==> config.mk <==
export PLATFORM = sky130hd
export DESIGN_NAME = sha256_counter_keystream_xor
export DESIGN_NICKNAME = d
export VERILOG_FILES = /design/src/hdl/skx_pkg.sv /design/src/hdl/sha256_counter_keystream_xor.sv /design/src/hdl/skx_ctrl.sv /design/src/hdl/skx_datapath.sv
export VERILOG_INCLUDE_DIRS = /design/src /design/src/hdl
export SDC_FILE = /design/constraint.sdc
export NUM_CORES = 2
export LEC_CHECK = 0
export BUFFER_PORTS_ARGS = -buffer_cell sky130_fd_sc_hd__buf_4
export CORE_ASPECT_RATIO = 0.5
export CORE_UTILIZATION = 45
export CTS_BUF_LIST = sky130_fd_sc_hd__clkbuf_8 sky130_fd_sc_hd__clkbuf_16
export DETAILED_ROUTE_END_ITERATION = 10
export PLACE_DENSITY = 0.57
export SYNTH_ARGS = -nofsm -noshare
export SYNTH_HDL_FRONTEND = slang
export SYNTH_HIERARCHICAL = 1
export SYNTH_SLANG_ARGS = --single-unit
==> constraint.sdc <==
create_clock -name clock -period 21.6 [get_ports clock]
set_clock_uncertainty 0.1 [all_clocks]
set_input_delay 1.08 -clock clock [delete_from_list [all_inputs] [get_ports clock]]
set_output_delay 1.08 -clock clock [all_outputs]
set_load 0.005 [all_outputs]
==> src/hdl/sha256_counter_keystream_xor_defines.svh <==
// assertion macros for the keystream block
`ifndef SHA256_COUNTER_KEYSTREAM_XOR_DEFINES_SVH
`define SHA256_COUNTER_KEYSTREAM_XOR_DEFINES_SVH
`ifndef SYNTHESIS
`define SKX_ASSERT_IMPL(label, clk, rst, cond, conseq) \
   label: assert property (@(posedge clk) disable iff (rst) (cond) |-> (conseq)) \
      else $error("assertion failed");
`define SKX_ASSERT_NEXT(label, clk, rst, cond, conseq) \
   label: assert property (@(posedge clk) disable iff (rst) (cond) |=> (conseq)) \
      else $error("assertion failed");
`else
`define SKX_ASSERT_IMPL(label, clk, rst, cond, conseq)
`define SKX_ASSERT_NEXT(label, clk, rst, cond, conseq)
`endif
`endif

==> src/hdl/skx_pkg.sv <==
`timescale 1ns / 1ps
package skx_pkg;
   localparam int MaxDigits = 8;
   localparam int CntW = 4 * MaxDigits;
   localparam int DcW = $clog2(MaxDigits + 1);

   typedef struct packed {
      logic [7:0] data_byte;
      logic       message_start;
   } req_type;

   typedef struct packed {
      logic [7:0] out_byte;
      logic       counter_overflow;
   } rsp_type;

   typedef enum logic [2:0] {
      CSR_KEY_WORD_0  = 3'd0,
      CSR_KEY_WORD_1  = 3'd1,
      CSR_KEY_WORD_2  = 3'd2,
      CSR_KEY_WORD_3  = 3'd3,
      CSR_NONCE_HIGH  = 3'd4,
      CSR_NONCE_LOW   = 3'd5
   } csr_index_type;

   typedef enum logic [2:0] {
      ST_IDLE, ST_LOAD, ST_ROUND, ST_ADD, ST_OUT
   } state_type;

   // controller to datapath
   typedef struct packed {
      logic take;        // latch request, apply message start
      logic blk_init;    // load message block, hash words from iv if first
      logic round;       // one compression round
      logic add;         // fold working vars into hash words
      logic emit;        // form result, advance position
   } cmd_type;

   // datapath to controller
   typedef struct packed {
      logic need_hash;   // block position is zero
      logic last_round;
      logic more_blocks; // another padded block follows
   } status_type;

   localparam logic [31:0] RoundK [64] = '{
      32'h428a2f98,32'h71374491,32'hb5c0fbcf,32'he9b5dba5,32'h3956c25b,32'h59f111f1,
      32'h923f82a4,32'hab1c5ed5,32'hd807aa98,32'h12835b01,32'h243185be,32'h550c7dc3,
      32'h72be5d74,32'h80deb1fe,32'h9bdc06a7,32'hc19bf174,32'he49b69c1,32'hefbe4786,
      32'h0fc19dc6,32'h240ca1cc,32'h2de92c6f,32'h4a7484aa,32'h5cb0a9dc,32'h76f988da,
      32'h983e5152,32'ha831c66d,32'hb00327c8,32'hbf597fc7,32'hc6e00bf3,32'hd5a79147,
      32'h06ca6351,32'h14292967,32'h27b70a85,32'h2e1b2138,32'h4d2c6dfc,32'h53380d13,
      32'h650a7354,32'h766a0abb,32'h81c2c92e,32'h92722c85,32'ha2bfe8a1,32'ha81a664b,
      32'hc24b8b70,32'hc76c51a3,32'hd192e819,32'hd6990624,32'hf40e3585,32'h106aa070,
      32'h19a4c116,32'h1e376c08,32'h2748774c,32'h34b0bcb5,32'h391c0cb3,32'h4ed8aa4a,
      32'h5b9cca4f,32'h682e6ff3,32'h748f82ee,32'h78a5636f,32'h84c87814,32'h8cc70208,
      32'h90befffa,32'ha4506ceb,32'hbef9a3f7,32'hc67178f2};

   localparam logic [31:0] InitH [8] = '{
      32'h6a09e667,32'hbb67ae85,32'h3c6ef372,32'ha54ff53a,
      32'h510e527f,32'h9b05688c,32'h1f83d9ab,32'h5be0cd19};
endpackage

==> src/hdl/sha256_counter_keystream_xor.sv <==
`timescale 1ns / 1ps
// channel | ports                          | word
// req     | req_valid req_ready req_data   | data_byte, message_start
// rsp     | rsp_valid rsp_ready rsp_data   | out_byte, counter_overflow
// csr     | csr_valid csr_ready csr_index csr_wdata | register write
// a byte inside a block passes the idle, load and out states, the last one offering the response
// a block's first byte also passes round and add states per compression (one or two, by digit count)
// the shared round unit does one sha-256 round per cycle
// synchronous reset clears counter, position, overflow and registers
// one word at a time; a stalled response holds the next request off
module sha256_counter_keystream_xor (
   input  logic             clock,
   input  logic             reset,
   input  logic             req_valid,
   output logic             req_ready,
   input  skx_pkg::req_type req_data,
   output logic             rsp_valid,
   input  logic             rsp_ready,
   output skx_pkg::rsp_type rsp_data,
   input  logic             csr_valid,
   output logic             csr_ready,
   input  logic [2:0]       csr_index,
   input  logic [63:0]      csr_wdata
);
   import skx_pkg::*;

   cmd_type    cmd;
   status_type status;

   assign csr_ready = 1'b1;

   skx_ctrl u_ctrl (
      .clock, .reset, .req_valid, .req_ready, .rsp_valid, .rsp_ready,
      .cmd, .status);

   skx_datapath u_dp (
      .clock, .reset, .req_data, .rsp_data,
      .csr_we(csr_valid), .csr_index, .csr_wdata, .cmd, .status);
endmodule

==> src/hdl/skx_ctrl.sv <==
`timescale 1ns / 1ps
`include "sha256_counter_keystream_xor_defines.svh"
module skx_ctrl (
   input  logic               clock,
   input  logic               reset,
   input  logic               req_valid,
   output logic               req_ready,
   output logic               rsp_valid,
   input  logic               rsp_ready,
   output skx_pkg::cmd_type   cmd,
   input  skx_pkg::status_type status
);
   import skx_pkg::*;

   state_type state_ff, state_in;

   always_ff @(posedge clock) begin
      if (reset) state_ff <= ST_IDLE;
      else       state_ff <= state_in;
   end

   // result held in ST_OUT; input taken only from idle
   always_comb begin
      state_in  = state_ff;
      cmd       = '0;
      req_ready = 1'b0;
      rsp_valid = 1'b0;
      unique case (state_ff)
         ST_IDLE: begin
            req_ready = 1'b1;
            if (req_valid) begin
               cmd.take = 1'b1;
               state_in = ST_LOAD;
            end
         end
         ST_LOAD: begin
            if (status.need_hash) begin
               cmd.blk_init = 1'b1;
               state_in     = ST_ROUND;
            end else begin
               cmd.emit = 1'b1;
               state_in = ST_OUT;
            end
         end
         ST_ROUND: begin
            cmd.round = 1'b1;
            if (status.last_round) state_in = ST_ADD;
         end
         ST_ADD: begin
            cmd.add = 1'b1;
            if (status.more_blocks) state_in = ST_LOAD;
            else begin
               cmd.emit = 1'b1;
               state_in = ST_OUT;
            end
         end
         ST_OUT: begin
            rsp_valid = 1'b1;
            if (rsp_ready) state_in = ST_IDLE;
         end
         default: state_in = ST_IDLE;
      endcase
   end

   `SKX_ASSERT_IMPL(a_ready_idle, clock, reset, req_ready, !rsp_valid)
   `SKX_ASSERT_NEXT(a_take_load, clock, reset, req_valid && req_ready, state_ff == ST_LOAD)
   `SKX_ASSERT_NEXT(a_round_holds, clock, reset,
      state_ff == ST_ROUND && !status.last_round, state_ff == ST_ROUND)
endmodule

==> src/hdl/skx_datapath.sv <==
`timescale 1ns / 1ps
`include "sha256_counter_keystream_xor_defines.svh"
module skx_datapath (
   input  logic                clock,
   input  logic                reset,
   input  skx_pkg::req_type    req_data,
   output skx_pkg::rsp_type    rsp_data,
   input  logic                csr_we,
   input  logic [2:0]          csr_index,
   input  logic [63:0]         csr_wdata,
   input  skx_pkg::cmd_type    cmd,
   output skx_pkg::status_type status
);
   import skx_pkg::*;

   logic [63:0] key0_ff, key1_ff, key2_ff, key3_ff, nhi_ff, nlo_ff;
   logic [CntW-1:0] cnt_ff, cnt_in;
   logic [DcW-1:0]  dc_ff, dc_in;
   logic [4:0]      pos_ff;
   logic            ovf_ff, ovf_in;
   logic            blk_ff;    // which padded block
   logic            first_ff;  // unused; blk_ff at zero marks the first block
   logic [5:0]      rnd_ff;
   logic [7:0]      data_ff;
   logic [31:0]     h_ff [8];
   logic [31:0]     v_ff [8];
   logic [31:0]     w_ff [16];
   logic [7:0]      obyte_ff;
   logic            oovf_ff;

   always_ff @(posedge clock) begin
      if (reset) begin
         key0_ff <= '0; key1_ff <= '0; key2_ff <= '0; key3_ff <= '0;
         nhi_ff <= '0; nlo_ff <= '0;
      end else if (csr_we) begin
         case (csr_index)
            CSR_KEY_WORD_0: key0_ff <= csr_wdata;
            CSR_KEY_WORD_1: key1_ff <= csr_wdata;
            CSR_KEY_WORD_2: key2_ff <= csr_wdata;
            CSR_KEY_WORD_3: key3_ff <= csr_wdata;
            CSR_NONCE_HIGH: nhi_ff  <= csr_wdata;
            CSR_NONCE_LOW:  nlo_ff  <= csr_wdata;
            default: ;
         endcase
      end
   end

   // message tail: ascii digits, 0x80, zeros, length; up to 8+1 bytes after 48
   logic [10:0] len_bits;
   logic [7:0]  tail [80];   // bytes 48..127
   logic        two_blocks;
   always_comb begin
      for (int i = 0; i < 80; i++) tail[i] = 8'h00;
      for (int i = 0; i < MaxDigits; i++) begin
         if (i < int'(dc_ff))
            tail[i] = 8'h30 | {4'h0, cnt_ff[4*(int'(dc_ff)-1-i) +: 4]};
         else if (i == int'(dc_ff))
            tail[i] = 8'h80;
      end
      if (dc_ff == DcW'(MaxDigits)) tail[MaxDigits] = 8'h80;
      len_bits   = 11'(48 + int'(dc_ff)) << 3;
      two_blocks = (48 + int'(dc_ff) + 9) > 64;
      if (two_blocks) begin
         tail[78] = {5'b00000, len_bits[10:8]};
         tail[79] = len_bits[7:0];
      end else begin
         tail[14] = {5'b00000, len_bits[10:8]};
         tail[15] = len_bits[7:0];
      end
   end

   logic [31:0] blk_w [16];
   always_comb begin
      if (!blk_ff) begin
         blk_w[0] = key0_ff[63:32]; blk_w[1] = key0_ff[31:0];
         blk_w[2] = key1_ff[63:32]; blk_w[3] = key1_ff[31:0];
         blk_w[4] = key2_ff[63:32]; blk_w[5] = key2_ff[31:0];
         blk_w[6] = key3_ff[63:32]; blk_w[7] = key3_ff[31:0];
         blk_w[8] = nhi_ff[63:32];  blk_w[9] = nhi_ff[31:0];
         blk_w[10] = nlo_ff[63:32]; blk_w[11] = nlo_ff[31:0];
         for (int i = 0; i < 4; i++)
            blk_w[12+i] = {tail[4*i], tail[4*i+1], tail[4*i+2], tail[4*i+3]};
      end else begin
         for (int i = 0; i < 16; i++)
            blk_w[i] = {tail[16+4*i], tail[17+4*i], tail[18+4*i], tail[19+4*i]};
      end
   end

   // one round; schedule kept as 16-word shift line
   logic [31:0] wt, s0, s1, t1, t2, ch, maj, e1, a0;
   always_comb begin
      s0 = {w_ff[1][6:0], w_ff[1][31:7]} ^ {w_ff[1][17:0], w_ff[1][31:18]} ^ (w_ff[1] >> 3);
      s1 = {w_ff[14][16:0], w_ff[14][31:17]} ^ {w_ff[14][18:0], w_ff[14][31:19]}
         ^ (w_ff[14] >> 10);
      wt = w_ff[0];
      e1 = {v_ff[4][5:0], v_ff[4][31:6]} ^ {v_ff[4][10:0], v_ff[4][31:11]}
         ^ {v_ff[4][24:0], v_ff[4][31:25]};
      ch = (v_ff[4] & v_ff[5]) ^ (~v_ff[4] & v_ff[6]);
      a0 = {v_ff[0][1:0], v_ff[0][31:2]} ^ {v_ff[0][12:0], v_ff[0][31:13]}
         ^ {v_ff[0][21:0], v_ff[0][31:22]};
      maj = (v_ff[0] & v_ff[1]) ^ (v_ff[0] & v_ff[2]) ^ (v_ff[1] & v_ff[2]);
      t1 = v_ff[7] + e1 + ch + RoundK[rnd_ff] + wt;
      t2 = a0 + maj;
   end

   // bcd increment, one digit lane per position
   always_comb begin
      logic carry;
      carry  = 1'b1;
      cnt_in = cnt_ff;
      dc_in  = dc_ff;
      ovf_in = ovf_ff;
      for (int i = 0; i < MaxDigits; i++) begin
         if (carry && i < int'(dc_ff)) begin
            if (cnt_ff[4*i +: 4] < 4'd9) begin
               cnt_in[4*i +: 4] = cnt_ff[4*i +: 4] + 4'd1;
               carry = 1'b0;
            end else cnt_in[4*i +: 4] = 4'd0;
         end
      end
      if (carry) begin
         if (dc_ff < DcW'(MaxDigits)) begin
            cnt_in[4*int'(dc_ff[DcW-1:0]) +: 4] = 4'd1;
            dc_in = dc_ff + DcW'(1);
         end else begin
            for (int i = 0; i < MaxDigits; i++) cnt_in[4*i +: 4] = 4'd9;
            ovf_in = 1'b1;
         end
      end
   end

   always_ff @(posedge clock) begin
      if (reset) begin
         cnt_ff <= '0; dc_ff <= DcW'(1); pos_ff <= '0; ovf_ff <= 1'b0;
         blk_ff <= 1'b0; rnd_ff <= '0;
      end else begin
         if (cmd.take && req_data.message_start) begin
            cnt_ff <= '0; dc_ff <= DcW'(1); pos_ff <= '0; ovf_ff <= 1'b0;
         end
         if (cmd.blk_init) rnd_ff <= '0;
         if (cmd.round) rnd_ff <= rnd_ff + 6'd1;
         // the add that ends a digest leaves this at zero
         if (cmd.add) blk_ff <= two_blocks && !blk_ff;
         if (cmd.emit) begin
            pos_ff <= pos_ff + 5'd1;
            if (pos_ff == 5'd31) begin
               cnt_ff <= cnt_in; dc_ff <= dc_in; ovf_ff <= ovf_in;
            end
         end
      end
   end

   // digest byte; when emitting in the add cycle, that cycle's sum is used
   function automatic logic [7:0] ksel(input logic [4:0] p);
      logic [31:0] hw;
      hw = cmd.add ? h_ff[p[4:2]] + v_ff[p[4:2]] : h_ff[p[4:2]];
      return hw[8*(3-int'(p[1:0])) +: 8];
   endfunction

   always_ff @(posedge clock) begin
      if (cmd.take) data_ff <= req_data.data_byte;
      if (cmd.blk_init) begin
         for (int i = 0; i < 16; i++) w_ff[i] <= blk_w[i];
         for (int i = 0; i < 8; i++) begin
            v_ff[i] <= blk_ff ? h_ff[i] : InitH[i];
            if (!blk_ff) h_ff[i] <= InitH[i];
         end
      end
      if (cmd.round) begin
         for (int i = 0; i < 15; i++) w_ff[i] <= w_ff[i+1];
         w_ff[15] <= w_ff[0] + s0 + w_ff[9] + s1;
         v_ff[7] <= v_ff[6]; v_ff[6] <= v_ff[5]; v_ff[5] <= v_ff[4];
         v_ff[4] <= v_ff[3] + t1;
         v_ff[3] <= v_ff[2]; v_ff[2] <= v_ff[1]; v_ff[1] <= v_ff[0];
         v_ff[0] <= t1 + t2;
      end
      if (cmd.add)
         for (int i = 0; i < 8; i++) h_ff[i] <= h_ff[i] + v_ff[i];
      if (cmd.emit) begin
         obyte_ff <= data_ff ^ ksel(pos_ff);
         oovf_ff  <= ovf_ff;
      end
   end

   assign status.need_hash   = (pos_ff == 5'd0);
   assign status.last_round  = (rnd_ff == 6'd63);
   assign status.more_blocks = two_blocks && !blk_ff;
   assign rsp_data.out_byte         = obyte_ff;
   assign rsp_data.counter_overflow = oovf_ff;

   `SKX_ASSERT_IMPL(a_dc_range, clock, reset, 1'b1,
      dc_ff >= DcW'(1) && dc_ff <= DcW'(MaxDigits))
   `SKX_ASSERT_NEXT(a_ovf_sticky, clock, reset,
      ovf_ff && !(cmd.take && req_data.message_start), ovf_ff)
   `SKX_ASSERT_NEXT(a_round_step, clock, reset, cmd.round && !status.last_round,
      rnd_ff == $past(rnd_ff) + 6'd1)
endmodule

# Word level (Yosys, flattened, before mapping)
# Memory sizes are Yosys's and may differ from the RTL's. A register that Yosys moved wholly into a read port is not among the register bits.
# Cells that the tools add are included.
# W data, S select, Z words.
[op_classes] mux=145 n_shift=11 n_bitwise=51 addsub=42 magnitude_cmp=19 n_reduce_logical=25 n_eq_ne=25
[ops] operator="$mux W32" n=48
[ops] operator="$add A32 B32 Y32" n=19
[ops] operator="$mux W512" n=1
[ops] operator="$xor A32 B32 Y32" n=9
[ops] operator="$shiftx A32 B32 Y4" n=7
[ops] operator="$and A32 B32 Y32" n=5
[ops] operator="$mux W8" n=17
[ops] operator="$mux W4" n=21
[ops] operator="$mux W1" n=40
[ops] operator="$add A4 B1 Y4 const B" n=9
[ops] operator="$lt A4 B4 Y1 const B" n=9
[ops] operator="$neg A6 Y33" n=1
[ops] operator="$shift A4 B33 Y32 const A" n=1
[ops] operator="$shiftx A4 B33 Y32 const A" n=1
[ops] operator="$add A32 B5 Y32 const B" n=1
[ops] operator="$bwmux W32" n=1
[ops] operator="$gt A32 B8 Y1 const B" n=1
[ops] operator="$not A32 Y32" n=1
[ops] operator="$or A1 B1 Y1" n=32
[ops] operator="$shiftx A32 B32 Y8" n=1
[ops] operator="$shiftx A32 B7 Y4" n=1
[ops] operator="$xor A32 B22 Y32" n=1
[ops] operator="$xor A32 B29 Y32" n=1
[ops] operator="$mux W3" n=9
[ops] operator="other kinds (39)" n=81
[word_totals] mem_count=4 wordCells=338 mem_bits_ro=2048 reg_bits=453 output_inout_bits=12 ramBits=1024
[memory_table] memory="(no name shown)" words=64 width=32 read_ports=1 rd_ports_with_merged_regs=0 write_ports=0 line_no="skx_datapath.sv:102" rtl="t1 = v_ff[7] + e1 + ch + RoundK[rnd_ff] + wt;"
[memory_table] memory="u_dp.w_ff" words=16 width=32 read_ports=16 rd_ports_with_merged_regs=0 write_ports=16 line_no="skx_datapath.sv:27" rtl="logic [31:0] w_ff [16];"
[memory_table] memory="u_dp.h_ff" words=8 width=32 read_ports=9 rd_ports_with_merged_regs=1 write_ports=8 line_no="skx_datapath.sv:25" rtl="logic [31:0] h_ff [8];"
[memory_table] memory="u_dp.v_ff" words=8 width=32 read_ports=9 rd_ports_with_merged_regs=1 write_ports=8 line_no="skx_datapath.sv:26" rtl="logic [31:0] v_ff [8];"

# Longest topological paths before layout
[logic_depth] ltp_word=22 mapped_depth=43 ltp_nobuf=39

# By module
# The synthesis kept the hierarchy.
[by_module_without_submodules] module="skx_datapath" area_each_um2=92630.1 cells_per_inst=9654 n_inst=1 seq_area_each_um2=39988.4
[by_module_without_submodules] module="skx_ctrl" area_each_um2=221.5 cells_per_inst=26 n_inst=1 seq_area_each_um2=60.1
[by_module_without_submodules] module="sha256_counter_keystream_xor" area_each_um2=11.3 cells_per_inst=2 n_inst=1 seq_area_each_um2=0.0

# Least setup slack after synthesis
# No wires, ideal clock.
[synth_timing] path_type="register to register" startpoint="reg u_dp.pos_ff[0]" endpoint="reg u_dp.rnd_ff[5]" path_slack_ns=3.178 period_less_slack_ns=18.422 n_path_buf=3 t_arrival_ns=17.532 setup_ns=0.789 path_stages_with_launch=12 path_cell_list="dfxtp_1 > clkbuf_1 > inv_1 > clkbuf_1 > ha_1 > nor4b_1 > nand2b_1 > nor3b_2 > clkbuf_1 > nor2_1 > inv_1 > a311oi_1"
[synth_lines] item="from (decl)" line_no="skx_datapath.sv:19" rtl="logic [4:0] pos_ff;"
[synth_lines] item="from (signal assigned)" line_no="skx_datapath.sv:145" rtl="pos_ff <= pos_ff + 5'd1;"
[synth_lines] item="to (signal assigned)" line_no="skx_datapath.sv:141" rtl="if (cmd.round) rnd_ff <= rnd_ff + 6'd1;"
[synth_lines] item="to (decl)" line_no="skx_datapath.sv:23" rtl="logic [5:0] rnd_ff;"

==> results.ini <==
[floorplan]
start_util_pct=45.47
num_rows=117
die-width_um=644.4
die_area_um2=208300
io_pins=93
fp.dieH_um=323.2
core_area_um2=204200

[logic_synthesis]
synth_cells=9682
synth.top_cell.area_share_pct=33.66
yosys_register_bits=1480
avgSynthCellArea_um2=9.591
synth_area_leaders=edfxtp_1 34%, dfxtp_1 9.5%, nand2_1 7.7%, ha_1 6.1%, a21oi_1 4.6%
yosys-top-cells-count=1908 x nand2_1, 1041 x edfxtp_1, 860 x a21oi_1, 715 x o21ai_0, 502 x clkbuf_1
yosys.area.top_type=edfxtp_1
yosysUniqueCellTypes=97
yosys_warnings=7
ys_seq_area_share_pct=43.13
netlist_area_um2=92860
ys.flop_type=edfxtp_1
syn_nets=10410
yosys.cell_count.top_type=nand2_1
synth_edf_count=1041
synthArstFlopShare_pct=0

[grt]
gr-usage-met3_pct=4.452
antenna_found_initial=24
grt_overflow=0
grt_pass1_wl_um=464600
busiest_layer=met2
gr-usage-met2_pct=46.52
grt_use_total_pct=29.73
grtUsageMet1_pct=43.44
grt_pass1_vias=69120
grt_max_degree=214

[worst_setup_path]
end_kind=flop
crit_type=reg -> reg
arrival_ns=11.27
required_ns=22.01
critPathMaxStageDelay_ns=0.74
slowest_stage=ha_1
cp_max_fo=30
critPathLaunchType=flop

[clocking]
cts_tree=yes
h-tree-depth=4
cts_setup_buffers=0
clk_pin_slew_worst_paths_ns=0.07
cts-resized-gates=0
cts_made_buffers=154
ctsRootBufferMaster=clkbuf_16
clock_latency_ns=0.84
clock_path_buffers=4
cts_hold_buf=0
clock-sinks=1480

[timing]
clock.fmax_mhz=92.12
period_minus_slack_ns=10.86
hold_viol=0
worst_pin_slew_ns=1.251
setup_violations=0
grt_setup_unrepaired=no
post-route-period-util_pct=50.26
slew_viol_final=0
maxSlewHeadroom_pct=16.61
finalSetupTns_ns=0

[drt]
ant_nets=0
drc=0
vias_per_cell=6.028
firstDrtPassIters=6
vias=74230
wire_per_inst_um=25.68
wirelength_um=316300
drt-initial-drc-count=7616

[flow_run]
maxCapViolCount=0

[finish]
final_layout_size_suffix_gt1_share_pct=7.524
fillers=19070
layout.cells.non_filler=12310
area_growth_pct=8.466
fin_nets=10190

[place]
dp.cells=12040
hpwlAfterDp_um=226100
routabilityCongestion=0.9442
portBuffers=91

[status]
status=completed

[min_path]
hold_class=reg -> reg

[placed cells by master, fill, tap and decap left out, types with 18 or more instances in the layout]
cell type  Yosys  routed
mux2i_1       70      70
o31ai_1       35      35
xor2_1       205     205
o21bai_1      38      38
a21o_1       227     227
nor2_1       453     449
a211o_1       19      19
and3_1        53      50
edfxtp_1    1041    1041
nor3_1       118     118
o311ai_0      19      19
o22a_1        91      91
nand2_1     1908    1903
o21a_1        58      58
mux2_2        87      87
inv_1        375     411
a311oi_1      18      18
o211ai_1      46      46
ha_1         455     454
a31oi_1       68      68
nand2b_1      96      96
o31a_1        23      23
o22ai_1       20      20
or3_1         29      29
nor2b_1       76      75
clkbuf_16      0     160
clkinv_2       0      24
xnor2_1      373     373
a211oi_1      76      76
nand4_1       37      37
buf_4          3     188
o21ai_0      715     714
a21oi_1      860     859
dfxtp_1      439     432
nand3_1      120     116
a22o_1       164     164
mux4_2       138     138
and2_1        74      71
fa_1         196     196
[path summary, 6_finish.rpt]
path,from,endpoint,slack [ns],cells past startpoint
max,u_dp/rnd_ff[0],u_dp/v_ff[0][31],10.74,36
min,u_dp/ovf_ff,u_dp/oovf_ff,0.33,0
max reg2reg,u_dp/rnd_ff[0],u_dp/v_ff[0][31],10.74,36
min reg2reg,u_dp/ovf_ff,u_dp/oovf_ff,0.33,0
[through the flow]
| step | hold slack, ns | setup slack, ns | cell area (um^2) | utilization, % |
|---|---|---|---|---|
| after floorplan | 0.3019 | 3.178 | 92860 | - |
| after global placement | 0.3262 | 11.11 | 95750 | 46.89 |
| after detailed placement | 0.3218 | 11.11 | 95750 | 46.89 |
| after CTS | 0.3188 | 11.05 | 100700 | 49.31 |
| after global routing | 0.3301 | 10.15 | 100700 | 49.32 |
| final | 0.3305 | 10.74 | 100700 | 49.32 |
[kinds of logic (layout without fill, tap and decap cells)]
| group | after synthesis | in the layout | synth area share (%) |
|---|---|---|---|
| mux | 296 | 296 | 5.168 |
| buf+inv | 959 | 846 | 3.915 |
| flops | 1480 | 1480 | 43.13 |
| fa+ha+maj | 654 | 654 | 10.39 |
| xor+xnor | 579 | 579 | 5.469 |
| simple gates | 3054 | 3054 | 14.03 |
| other cells | 1 | 9 | 0.004038 |
| compound gates | 2659 | 2659 | 17.89 |
[registers in the layout, indices dropped and copies added, names as in the netlist, named ones only]
name	flops
u_dp/blk_ff	1
u_dp/w_ff	512
u_dp/key1_ff	64
u_dp/nhi_ff	64
u_dp/data_ff	8
u_dp/oovf_ff	1
u_dp/ovf_ff	1
u_dp/v_ff	256
u_dp/nlo_ff	64
u_dp/dc_ff	4
u_ctrl/state_ff	3
u_dp/cnt_ff	32
u_dp/obyte_ff	8
u_dp/key2_ff	64
u_dp/h_ff	256
u_dp/key0_ff	64
u_dp/rnd_ff	6
u_dp/pos_ff	5
u_dp/key3_ff	64
[per-layer routing]
layer,wire length [um],up-vias
li1,-,34150
met1,142600,36940
met2,141300,2781
met3,25210,353
met4,7150,6
met5,35,-
[worst max-delay path: cells and delay by family (launching register included)]
| kind | cells | cell delay [ns] |
|---|---|---|
| and+or+nand+nor | 8 | 2.19 |
| DFF | 1 | 0.30 |
| buffers and inverters | 5 | 1.01 |
| xor gates and xnor gates | 3 | 0.68 |
| AOI/OAI and AO/OA | 13 | 2.82 |
| adders and majority gates | 7 | 3.40 |
[final cells by class]
class                           instances  area, um^2  share of cell area [%]
Multi-Input combinational cell       7243       49280                   48.93
Sequential cell                      1480       40060                   39.78
Clock buffer                          172        4169                   4.139
Tap cell                             2737        3425                   3.400
Timing Repair Buffer                  194        1526                   1.515
Inverter                              381        1453                   1.442
Clock inverter                         99       783.3                  0.7776
Antenna cell                            8       20.02                 0.01988
Power is left out: the tool's default activity adds up to more than one toggle a clock period on the data nets, which glitch-free logic cannot reach.
